[config.mk]
export PLATFORM = sky130hd
export DESIGN_NAME = epoch_seconds_to_calendar
export DESIGN_NICKNAME = d
export VERILOG_FILES = /design/src/ec2c_pkg.sv /design/src/ec2c_date.sv /design/src/epoch_seconds_to_calendar.sv
export SDC_FILE = /design/constraint.sdc
export NUM_CORES = 2
export LEC_CHECK = 0
export ABC_AREA = 0
export BUFFER_PORTS_ARGS = -buffer_cell sky130_fd_sc_hd__buf_2
export CELL_PAD_IN_SITES_DETAIL_PLACEMENT = 1
export CELL_PAD_IN_SITES_GLOBAL_PLACEMENT = 1
export CORE_UTILIZATION = 52
export CTS_CLUSTER_SIZE = 10
export DETAILED_ROUTE_END_ITERATION = 6
export PLACE_DENSITY_LB_ADDON = 0.08
export SYNTH_ARGS = -nofsm -noshare
export SYNTH_HDL_FRONTEND = slang
export SYNTH_SLANG_ARGS = --single-unit
[constraint.sdc]
create_clock -name i_clk -period 9.3 [get_ports i_clk]
set_input_delay 1.86 -clock i_clk [delete_from_list [all_inputs] [get_ports i_clk]]
set_output_delay 1.86 -clock i_clk [all_outputs]
set_load 0.1 [all_outputs]
[src/ec2c_pkg.sv]
`timescale 1ns / 1ps
// shared constants and stage bundles for the epoch to calendar converter
package ec2c_pkg;

    localparam int unsigned EPOCH_W = 32;
    localparam int unsigned SEC_W   = 6;
    localparam int unsigned MIN_W   = 6;
    localparam int unsigned HOUR_W  = 5;
    localparam int unsigned MDAY_W  = 5;
    localparam int unsigned MON_W   = 4;
    localparam int unsigned YEAR_W  = 12;

    // hours left within one year, fits 366 * 24
    localparam int unsigned YHRS_W  = 14;
    // day of year, 0 .. 365 before the plus one
    localparam int unsigned DOY_W   = 9;

    // reciprocal of 60 with a shift of 37, exact over 32 bits
    localparam logic [31:0] C_RECIP_60   = 32'h8888_8889;
    localparam int unsigned C_SHIFT_60   = 37;
    // reciprocal of 1461 * 24 with a shift of 36, exact for hours below 2^21
    localparam logic [20:0] C_RECIP_QUAD = 21'd1959830;
    localparam int unsigned C_SHIFT_QUAD = 36;
    localparam logic [20:0] C_HOURS_QUAD = 21'(1461 * 24);
    // reciprocal of 3 with a shift of 11, exact for values below 2048
    localparam logic [9:0]  C_RECIP_3    = 10'd683;
    localparam int unsigned C_SHIFT_3    = 11;

    localparam logic [11:0] C_BASE_YEAR  = 12'd1970;
    localparam logic [15:0] C_HOURS_COMMON = 16'(365 * 24);
    localparam logic [15:0] C_HOURS_LEAP   = 16'(366 * 24);
    localparam logic [DOY_W-1:0] C_LEAP_DAY = 9'd60;

    // last day of year of each month but december, common year
    localparam logic [DOY_W-1:0] C_MONTH_END [11] = '{
        9'd31, 9'd59, 9'd90, 9'd120, 9'd151, 9'd181,
        9'd212, 9'd243, 9'd273, 9'd304, 9'd334
    };
    localparam logic [DOY_W-1:0] C_MONTH_START [12] = '{
        9'd0, 9'd31, 9'd59, 9'd90, 9'd120, 9'd151,
        9'd181, 9'd212, 9'd243, 9'd273, 9'd304, 9'd334
    };
    localparam logic [MON_W-1:0]  C_MON_FEB   = 4'd1;
    localparam logic [MDAY_W-1:0] C_MDAY_FEB29 = 5'd29;

    typedef struct packed {
        logic              valid;
        logic              leap;
        logic [YHRS_W-1:0] hours;
    } t_day_in;

    typedef struct packed {
        logic              valid;
        logic [HOUR_W-1:0] hour;
        logic [MDAY_W-1:0] mday;
        logic [MON_W-1:0]  mon;
    } t_day_out;

endpackage

[src/ec2c_date.sv]
`timescale 1ns / 1ps
// hours within the year to hour of day, month and day of month (three stages)
module ec2c_date (
    input  logic              i_clk,
    input  logic              i_rst_n,
    input  ec2c_pkg::t_day_in  i_day,
    output ec2c_pkg::t_day_out o_day
);
    import ec2c_pkg::*;

    // stage a: hours / 24 as (hours >> 3) / 3
    logic              r_va;
    logic              r_leap_a;
    logic [YHRS_W-1:0] r_hrs_a;
    logic [20:0]       r_prod_a;
    logic [20:0]       n_prod_a;

    // stage b: hour and day of year
    logic              r_vb;
    logic              r_feb29_b;
    logic [HOUR_W-1:0] r_hour_b;
    logic [DOY_W-1:0]  r_doy_b;
    logic [DOY_W-1:0]  n_day0;
    logic [DOY_W-1:0]  n_day;
    logic [YHRS_W-1:0] n_hour_full;
    logic [DOY_W-1:0]  n_doy;
    logic              n_feb29;

    // stage c: month walk
    logic              r_vc;
    logic [HOUR_W-1:0] r_hour_c;
    logic [MDAY_W-1:0] r_mday_c;
    logic [MON_W-1:0]  r_mon_c;
    logic [MON_W-1:0]  n_mon;
    logic [MDAY_W-1:0] n_mday;
    logic [DOY_W-1:0]  n_mday_full;

    assign n_prod_a = 21'(i_day.hours[YHRS_W-1:3]) * 21'(C_RECIP_3);

    always_ff @(posedge i_clk) begin
        if (!i_rst_n) begin
            r_va <= 1'b0;
            r_vb <= 1'b0;
            r_vc <= 1'b0;
        end else begin
            r_va <= i_day.valid;
            r_vb <= r_va;
            r_vc <= r_vb;
        end
    end

    always_ff @(posedge i_clk) begin
        r_leap_a <= i_day.leap;
        r_hrs_a  <= i_day.hours;
        r_prod_a <= n_prod_a;
    end

    always_comb begin
        n_day0      = r_prod_a[C_SHIFT_3 +: DOY_W];
        n_hour_full = r_hrs_a - ({5'b0, n_day0} * YHRS_W'(24));
        n_day       = n_day0 + DOY_W'(1);
        n_feb29     = r_leap_a && (n_day == C_LEAP_DAY);
        // days after the leap day fall back onto the common-year table
        n_doy       = (r_leap_a && (n_day > C_LEAP_DAY)) ? n_day - DOY_W'(1) : n_day;
    end

    always_ff @(posedge i_clk) begin
        r_feb29_b <= n_feb29;
        r_hour_b  <= n_hour_full[HOUR_W-1:0];
        r_doy_b   <= n_doy;
    end

    always_comb begin
        n_mon = '0;
        for (int m = 0; m < 11; m++) begin
            n_mon = n_mon + MON_W'(r_doy_b > C_MONTH_END[m]);
        end
        n_mday_full = r_doy_b - C_MONTH_START[n_mon];
        n_mday      = n_mday_full[MDAY_W-1:0];
        if (r_feb29_b) begin
            n_mon  = C_MON_FEB;
            n_mday = C_MDAY_FEB29;
        end
    end

    always_ff @(posedge i_clk) begin
        r_hour_c <= r_hour_b;
        r_mday_c <= n_mday;
        r_mon_c  <= n_mon;
    end

    assign o_day.valid = r_vc;
    assign o_day.hour  = r_hour_c;
    assign o_day.mday  = r_mday_c;
    assign o_day.mon   = r_mon_c;

endmodule

[src/epoch_seconds_to_calendar.sv]
`timescale 1ns / 1ps
// a result for each taken start strobes on o_strobe for one cycle, after it has passed all eight register stages
// throughput: one transfer per cycle while reset is not held, eight register stages, no feedback between items
// busy is high only while reset is held; the receiver cannot stall the pipeline
// reset (synchronous, active low) clears the stage valid bits and drops every item in flight
// multiplier stages: seconds by 60, minutes by 60, hours by four-year block, hours by 24
module epoch_seconds_to_calendar (
    input  logic                        i_clk,
    input  logic                        i_rst_n,
    input  logic                        start,
    output logic                        busy,
    input  logic [ec2c_pkg::EPOCH_W-1:0] i_epoch_seconds,
    output logic                        o_strobe,
    output logic [ec2c_pkg::SEC_W-1:0]  o_second_of_minute,
    output logic [ec2c_pkg::MIN_W-1:0]  o_minute_of_hour,
    output logic [ec2c_pkg::HOUR_W-1:0] o_hour_of_day,
    output logic [ec2c_pkg::MDAY_W-1:0] o_day_of_month,
    output logic [ec2c_pkg::MON_W-1:0]  o_month_index,
    output logic [ec2c_pkg::YEAR_W-1:0] o_full_year
);
    import ec2c_pkg::*;

    logic take;

    // stage 1: seconds times reciprocal of 60
    logic               r_v1;
    logic [EPOCH_W-1:0] r_t1;
    logic [63:0]        r_p1;

    // stage 2: second, minutes times reciprocal of 60
    logic               r_v2;
    logic [26:0]        r_q2;
    logic [SEC_W-1:0]   r_sec2;
    logic [58:0]        r_p2;
    logic [26:0]        n_q1;
    logic [EPOCH_W-1:0] n_q60;

    // stage 3: minute, hours times reciprocal of one block
    logic               r_v3;
    logic [20:0]        r_h3;
    logic [SEC_W-1:0]   r_sec3;
    logic [MIN_W-1:0]   r_min3;
    logic [41:0]        r_p3;
    logic [20:0]        n_h;
    logic [26:0]        n_min_full;

    // stage 4: block count to base year and remainder
    logic               r_v4;
    logic [15:0]        r_rem4;
    logic [YEAR_W-1:0]  r_year4;
    logic [SEC_W-1:0]   r_sec4;
    logic [MIN_W-1:0]   r_min4;
    logic [5:0]         n_quads;
    logic [20:0]        n_rem_full;

    // stage 5: step over up to three years
    logic               r_v5;
    logic               r_leap5;
    logic [YHRS_W-1:0]  r_hrs5;
    logic [YEAR_W-1:0]  r_year5;
    logic [SEC_W-1:0]   r_sec5;
    logic [MIN_W-1:0]   r_min5;
    logic [1:0]         n_yoff;
    logic [15:0]        n_hrs;

    // pass-through alongside the date stages
    logic [SEC_W-1:0]   r_sec_d  [3];
    logic [MIN_W-1:0]   r_min_d  [3];
    logic [YEAR_W-1:0]  r_year_d [3];

    t_day_in  day_in;
    t_day_out day_out;

    assign busy = ~i_rst_n;
    assign take = start & ~busy;

    always_ff @(posedge i_clk) begin
        if (!i_rst_n) begin
            r_v1 <= 1'b0;
            r_v2 <= 1'b0;
            r_v3 <= 1'b0;
            r_v4 <= 1'b0;
            r_v5 <= 1'b0;
        end else begin
            r_v1 <= take;
            r_v2 <= r_v1;
            r_v3 <= r_v2;
            r_v4 <= r_v3;
            r_v5 <= r_v4;
        end
    end

    // stage 1
    always_ff @(posedge i_clk) begin
        r_t1 <= i_epoch_seconds;
        r_p1 <= 64'(i_epoch_seconds) * 64'(C_RECIP_60);
    end

    // stage 2
    always_comb begin
        n_q1  = r_p1[C_SHIFT_60 +: 27];
        n_q60 = (32'(n_q1) << 6) - (32'(n_q1) << 2);
    end

    always_ff @(posedge i_clk) begin
        r_q2   <= n_q1;
        r_sec2 <= SEC_W'(r_t1 - n_q60);
        r_p2   <= 59'(n_q1) * 59'(C_RECIP_60);
    end

    // stage 3
    always_comb begin
        n_h        = r_p2[C_SHIFT_60 +: 21];
        n_min_full = r_q2 - ((27'(n_h) << 6) - (27'(n_h) << 2));
    end

    always_ff @(posedge i_clk) begin
        r_h3   <= n_h;
        r_sec3 <= r_sec2;
        r_min3 <= n_min_full[MIN_W-1:0];
        r_p3   <= 42'(n_h) * 42'(C_RECIP_QUAD);
    end

    // stage 4
    always_comb begin
        n_quads    = r_p3[C_SHIFT_QUAD +: 6];
        n_rem_full = r_h3 - (21'(n_quads) * C_HOURS_QUAD);
    end

    always_ff @(posedge i_clk) begin
        r_rem4  <= n_rem_full[15:0];
        r_year4 <= C_BASE_YEAR + {4'b0, n_quads, 2'b00};
        r_sec4  <= r_sec3;
        r_min4  <= r_min3;
    end

    // stage 5: a block starts two years before a leap year
    always_comb begin
        if (r_rem4 >= 16'(2 * C_HOURS_COMMON + C_HOURS_LEAP)) begin
            n_yoff = 2'd3;
            n_hrs  = r_rem4 - 16'(2 * C_HOURS_COMMON + C_HOURS_LEAP);
        end else if (r_rem4 >= 16'(2 * C_HOURS_COMMON)) begin
            n_yoff = 2'd2;
            n_hrs  = r_rem4 - 16'(2 * C_HOURS_COMMON);
        end else if (r_rem4 >= C_HOURS_COMMON) begin
            n_yoff = 2'd1;
            n_hrs  = r_rem4 - C_HOURS_COMMON;
        end else begin
            n_yoff = 2'd0;
            n_hrs  = r_rem4;
        end
    end

    always_ff @(posedge i_clk) begin
        r_leap5 <= (n_yoff == 2'd2);
        r_hrs5  <= n_hrs[YHRS_W-1:0];
        r_year5 <= r_year4 + YEAR_W'(n_yoff);
        r_sec5  <= r_sec4;
        r_min5  <= r_min4;
    end

    assign day_in.valid = r_v5;
    assign day_in.leap  = r_leap5;
    assign day_in.hours = r_hrs5;

    ec2c_date u_date (
        .i_clk   (i_clk),
        .i_rst_n (i_rst_n),
        .i_day   (day_in),
        .o_day   (day_out)
    );

    always_ff @(posedge i_clk) begin
        r_sec_d[0]  <= r_sec5;
        r_min_d[0]  <= r_min5;
        r_year_d[0] <= r_year5;
        for (int i = 1; i < 3; i++) begin
            r_sec_d[i]  <= r_sec_d[i-1];
            r_min_d[i]  <= r_min_d[i-1];
            r_year_d[i] <= r_year_d[i-1];
        end
    end

    assign o_strobe           = day_out.valid;
    assign o_second_of_minute = r_sec_d[2];
    assign o_minute_of_hour   = r_min_d[2];
    assign o_hour_of_day      = day_out.hour;
    assign o_day_of_month     = day_out.mday;
    assign o_month_index      = day_out.mon;
    assign o_full_year        = r_year_d[2];

`ifndef SYNTH
    a_strobe_follows_take: assert property (@(posedge i_clk) disable iff (!i_rst_n)
        o_strobe |-> $past(take, 8))
        else $error("result strobe without a transfer eight cycles earlier");

    a_time_range: assert property (@(posedge i_clk) disable iff (!i_rst_n)
        o_strobe |-> (o_second_of_minute < 6'd60) && (o_minute_of_hour < 6'd60)
                     && (o_hour_of_day < 5'd24))
        else $error("time field out of range");

    a_date_range: assert property (@(posedge i_clk) disable iff (!i_rst_n)
        o_strobe |-> (o_month_index <= 4'd11) && (o_day_of_month != 5'd0)
                     && (o_full_year >= C_BASE_YEAR))
        else $error("date field out of range");

    a_feb_leap: assert property (@(posedge i_clk) disable iff (!i_rst_n)
        (o_strobe && (o_month_index == C_MON_FEB) && (o_day_of_month == C_MDAY_FEB29))
            |-> (o_full_year[1:0] == 2'b00))
        else $error("29 february outside a leap year");

    a_feb_len: assert property (@(posedge i_clk) disable iff (!i_rst_n)
        (o_strobe && (o_month_index == C_MON_FEB)) |-> (o_day_of_month <= C_MDAY_FEB29))
        else $error("february day beyond 29");
`endif

endmodule
==> flow_summary.toml <==
[clocking]
cts_resized = 0
numCtsBuffers = 40
cts_tree = "built"
cts_htree_levels = 2
ctsHoldBuffers = 0
clockRootBuffer = "clkbuf_16"
ctsLongestPathBuffers = 3
clkSinkCount = 300
cts_setup_buffers = 0
clk_pin_slew_worst_paths_ps = 60
clock_latency_ps = 570

[logic_synthesis]
synth_ff_type = "dfxtp_1"
synth-edff-count = 0
avgSynthCellArea_um2 = 10.2
async_flop_share_pct = 0
synth.distinct_cells = 73
ys_ff_latch = 300
synth.area.top_cells = "fa_1 29%, ha_1 27%, dfxtp_1 17%"
synthCells = 3535
netlist_area_um2 = 36000
synth_top_area_share_pct = 28.8
synth_top_cells_by_count = "881 x inv_1, 782 x ha_1, 518 x fa_1"
yosys.area.top_type = "fa_1"
synth_most_common_cell = "inv_1"
ys_seq_area_share_pct = 16.7
synth_nets = 4870
ys_warn_count = 0

[setup_path]
cp.arrival_ps = 8840
cp_data_required_time_ps = 9790
reg2reg_depth = 21
path_class = "input port to register"
end_kind = "register"
critPathMaxFanout = 6
cp-start-kind = "input port"

[floorplan]
die_h_um = 265
io_pins = 75
die_area_um2 = 70200
rows = 96
die_w_um = 265
initial_core_util_pct = 52.5
core_region_area_um2 = 68500

[outcome]
outcome = "completed"

[placed_design]
dp_hpwl_mm = 82.6
place_ws_ps = 428
port_buffers = 74
place.gp.congestion = 0.920

[timing]
final.period_utilization_pct = 89.8
slew_viol_final = 0
relSlewSlack_pct = 32.7
fin_tns_setup_ps = 0
grt_setup_unrepaired = "false"
setup_viol = 0
holdWs_ps = 310
hold_viol = 0
fin_worst_skew_ps = 18.2
worst_pin_slew_ps = 1000
clock.fmax_ghz = 0.120
finalCriticalPeriod_ps = 8350
setup_ws_ps = 950

[hold_path]
worstHoldPathType = "register to register"
whs_path_depth = 0

[global_route]
antenna_found_initial = 2
overflow = 0
grt_max_degree = 15
grt_pass1_wl_mm = 154
grt_usage_pct = 28.2
first_global_vias = 28182

[routing]
via_count = 24405
drt-wirelength-per-cell_um = 21.1
routed_via_density = 5.41
drc = 0
routed_wirelength_mm = 95.2
dr.pass1.iters = 5
postRouteAntennaNets = 0
drt_iter0_drc = 945

[finish]
nFillCells = 7600
diodes = 0
final_nets = 4943
layout-drive-gt1-share_pct = 4.16
area.growth.synth_to_final_pct = 6.86

[flow_run]
drv_cap = 0
==> stage by stage <==
stage               cell area (µm²)  util, %  cells
global placement              37200     54.3   4448
floorplan                     36000        -   3535
finish                        38400     56.1   4508
CTS                           38400     56.1   4508
global route                  38400     56.1   4508
detailed placement            37200     54.3   4448
==> path summary, 6_finish.rpt <==
kind | end | slack [ps] | from
setup / recovery | r_p1[63]$_DFF_P_ | 950 | i_epoch_seconds[1]
hold / removal | r_sec_d[0][4]$_DFF_P_ | 310 | r_sec5[4]$_DFF_P_
setup reg to reg | r_p3[41]$_DFF_P_ | 2070 | r_p2[47]$_DFF_P_
hold reg to reg | r_sec_d[0][4]$_DFF_P_ | 310 | r_sec5[4]$_DFF_P_
==> final cells by class <==
type / count / area, µm² / area share, %
clock inverters: 12 / 156 / 0.407
repair buffers: 77 / 393 / 1.02
flip-flops and latches: 300 / 6010 / 15.6
well taps: 882 / 1100 / 2.87
inverters: 882 / 3310 / 8.61
multi-input cells: 2307 / 26400 / 68.7
clock buffers: 48 / 1080 / 2.81
==> metal layers <==
layer,track usage (%),share of wire (%),vias to the layer above
met5,0,0,-
met4,7.30,2.5,0
met3,2.75,2.8,127
met2,50.7,51,350
met1,36.2,44,12411
li1,-,-,11517
==> flip-flops by register name (all words and copies together), names as in the netlist, 9 cells and up <==
name	flops
r_min_d	18
r_year5	12
r_p2	24
r_h3	16
u_date.r_prod_a	9
r_rem4	16
u_date.r_doy_b	9
r_year4	9
r_p1	30
r_year_d	36
r_hrs5	14
r_sec_d	18
==> worst max-delay path, cell delays in order <==
cell       delay (ps)
buf_2             150
ha_1              360
inv_1              80
fa_1              620
inv_1              90
fa_1              510
inv_1              60
fa_1              530
inv_1              60
fa_1              520
inv_1              50
fa_1              500
fa_1              540
inv_1              40
ha_1              340
nand4_2           180
or3_4             460
a2111oi_0         580
a211oi_1          310
a211oi_1          450
o21ai_1           180
o21ai_1           200
xnor2_1           140
==> layout by cell type (no fill, tap or decap), types with 5 or more instances in the layout <==
| master | n |
|---|---|
| inv_1 | 881 |
| ha_1 | 782 |
| fa_1 | 518 |
| dfxtp_1 | 300 |
| a21oi_1 | 148 |
| nand2_1 | 103 |
| xnor2_1 | 90 |
| a21o_1 | 85 |
| nor2_1 | 85 |
| buf_2 | 74 |
| o21ai_0 | 70 |
| xor2_1 | 44 |
| clkbuf_16 | 40 |
| nand3_1 | 35 |
| nand4_1 | 34 |
| nor3_1 | 29 |
| a31oi_1 | 23 |
| o21a_1 | 20 |
| and3_1 | 18 |
| o21ai_1 | 18 |
| nor2b_1 | 17 |
| nand2b_1 | 17 |
| o21bai_1 | 16 |
| and2_1 | 16 |
| a211oi_1 | 13 |
| o211ai_1 | 11 |
| o2111ai_1 | 9 |
| or2_2 | 6 |
| o22ai_1 | 6 |
| nor4_1 | 6 |
| a2111oi_0 | 5 |
| o31ai_1 | 5 |
| clkinv_2 | 5 |
| clkbuf_8 | 5 |
==> cell families (layout without fill, tap and decap cells) <==
kind of cell / after synthesis / in the layout / share of synthesized area [%]
AND/OR/NAND/NOR: 386 / 386 / 5.29
XOR/XNOR: 134 / 134 / 3.26
adder cells (fa/ha/maj): 1300 / 1300 / 56.0
multiplexers: 2 / 2 / 0.0557
flip-flops: 300 / 300 / 16.7
AO/OA/AOI/OAI: 485 / 485 / 8.73
buffers and inverters: 928 / 1019 / 9.95
Power is left out: the tool's default activity adds up to more than one toggle a clock period on the data nets, which glitch-free logic cannot reach.
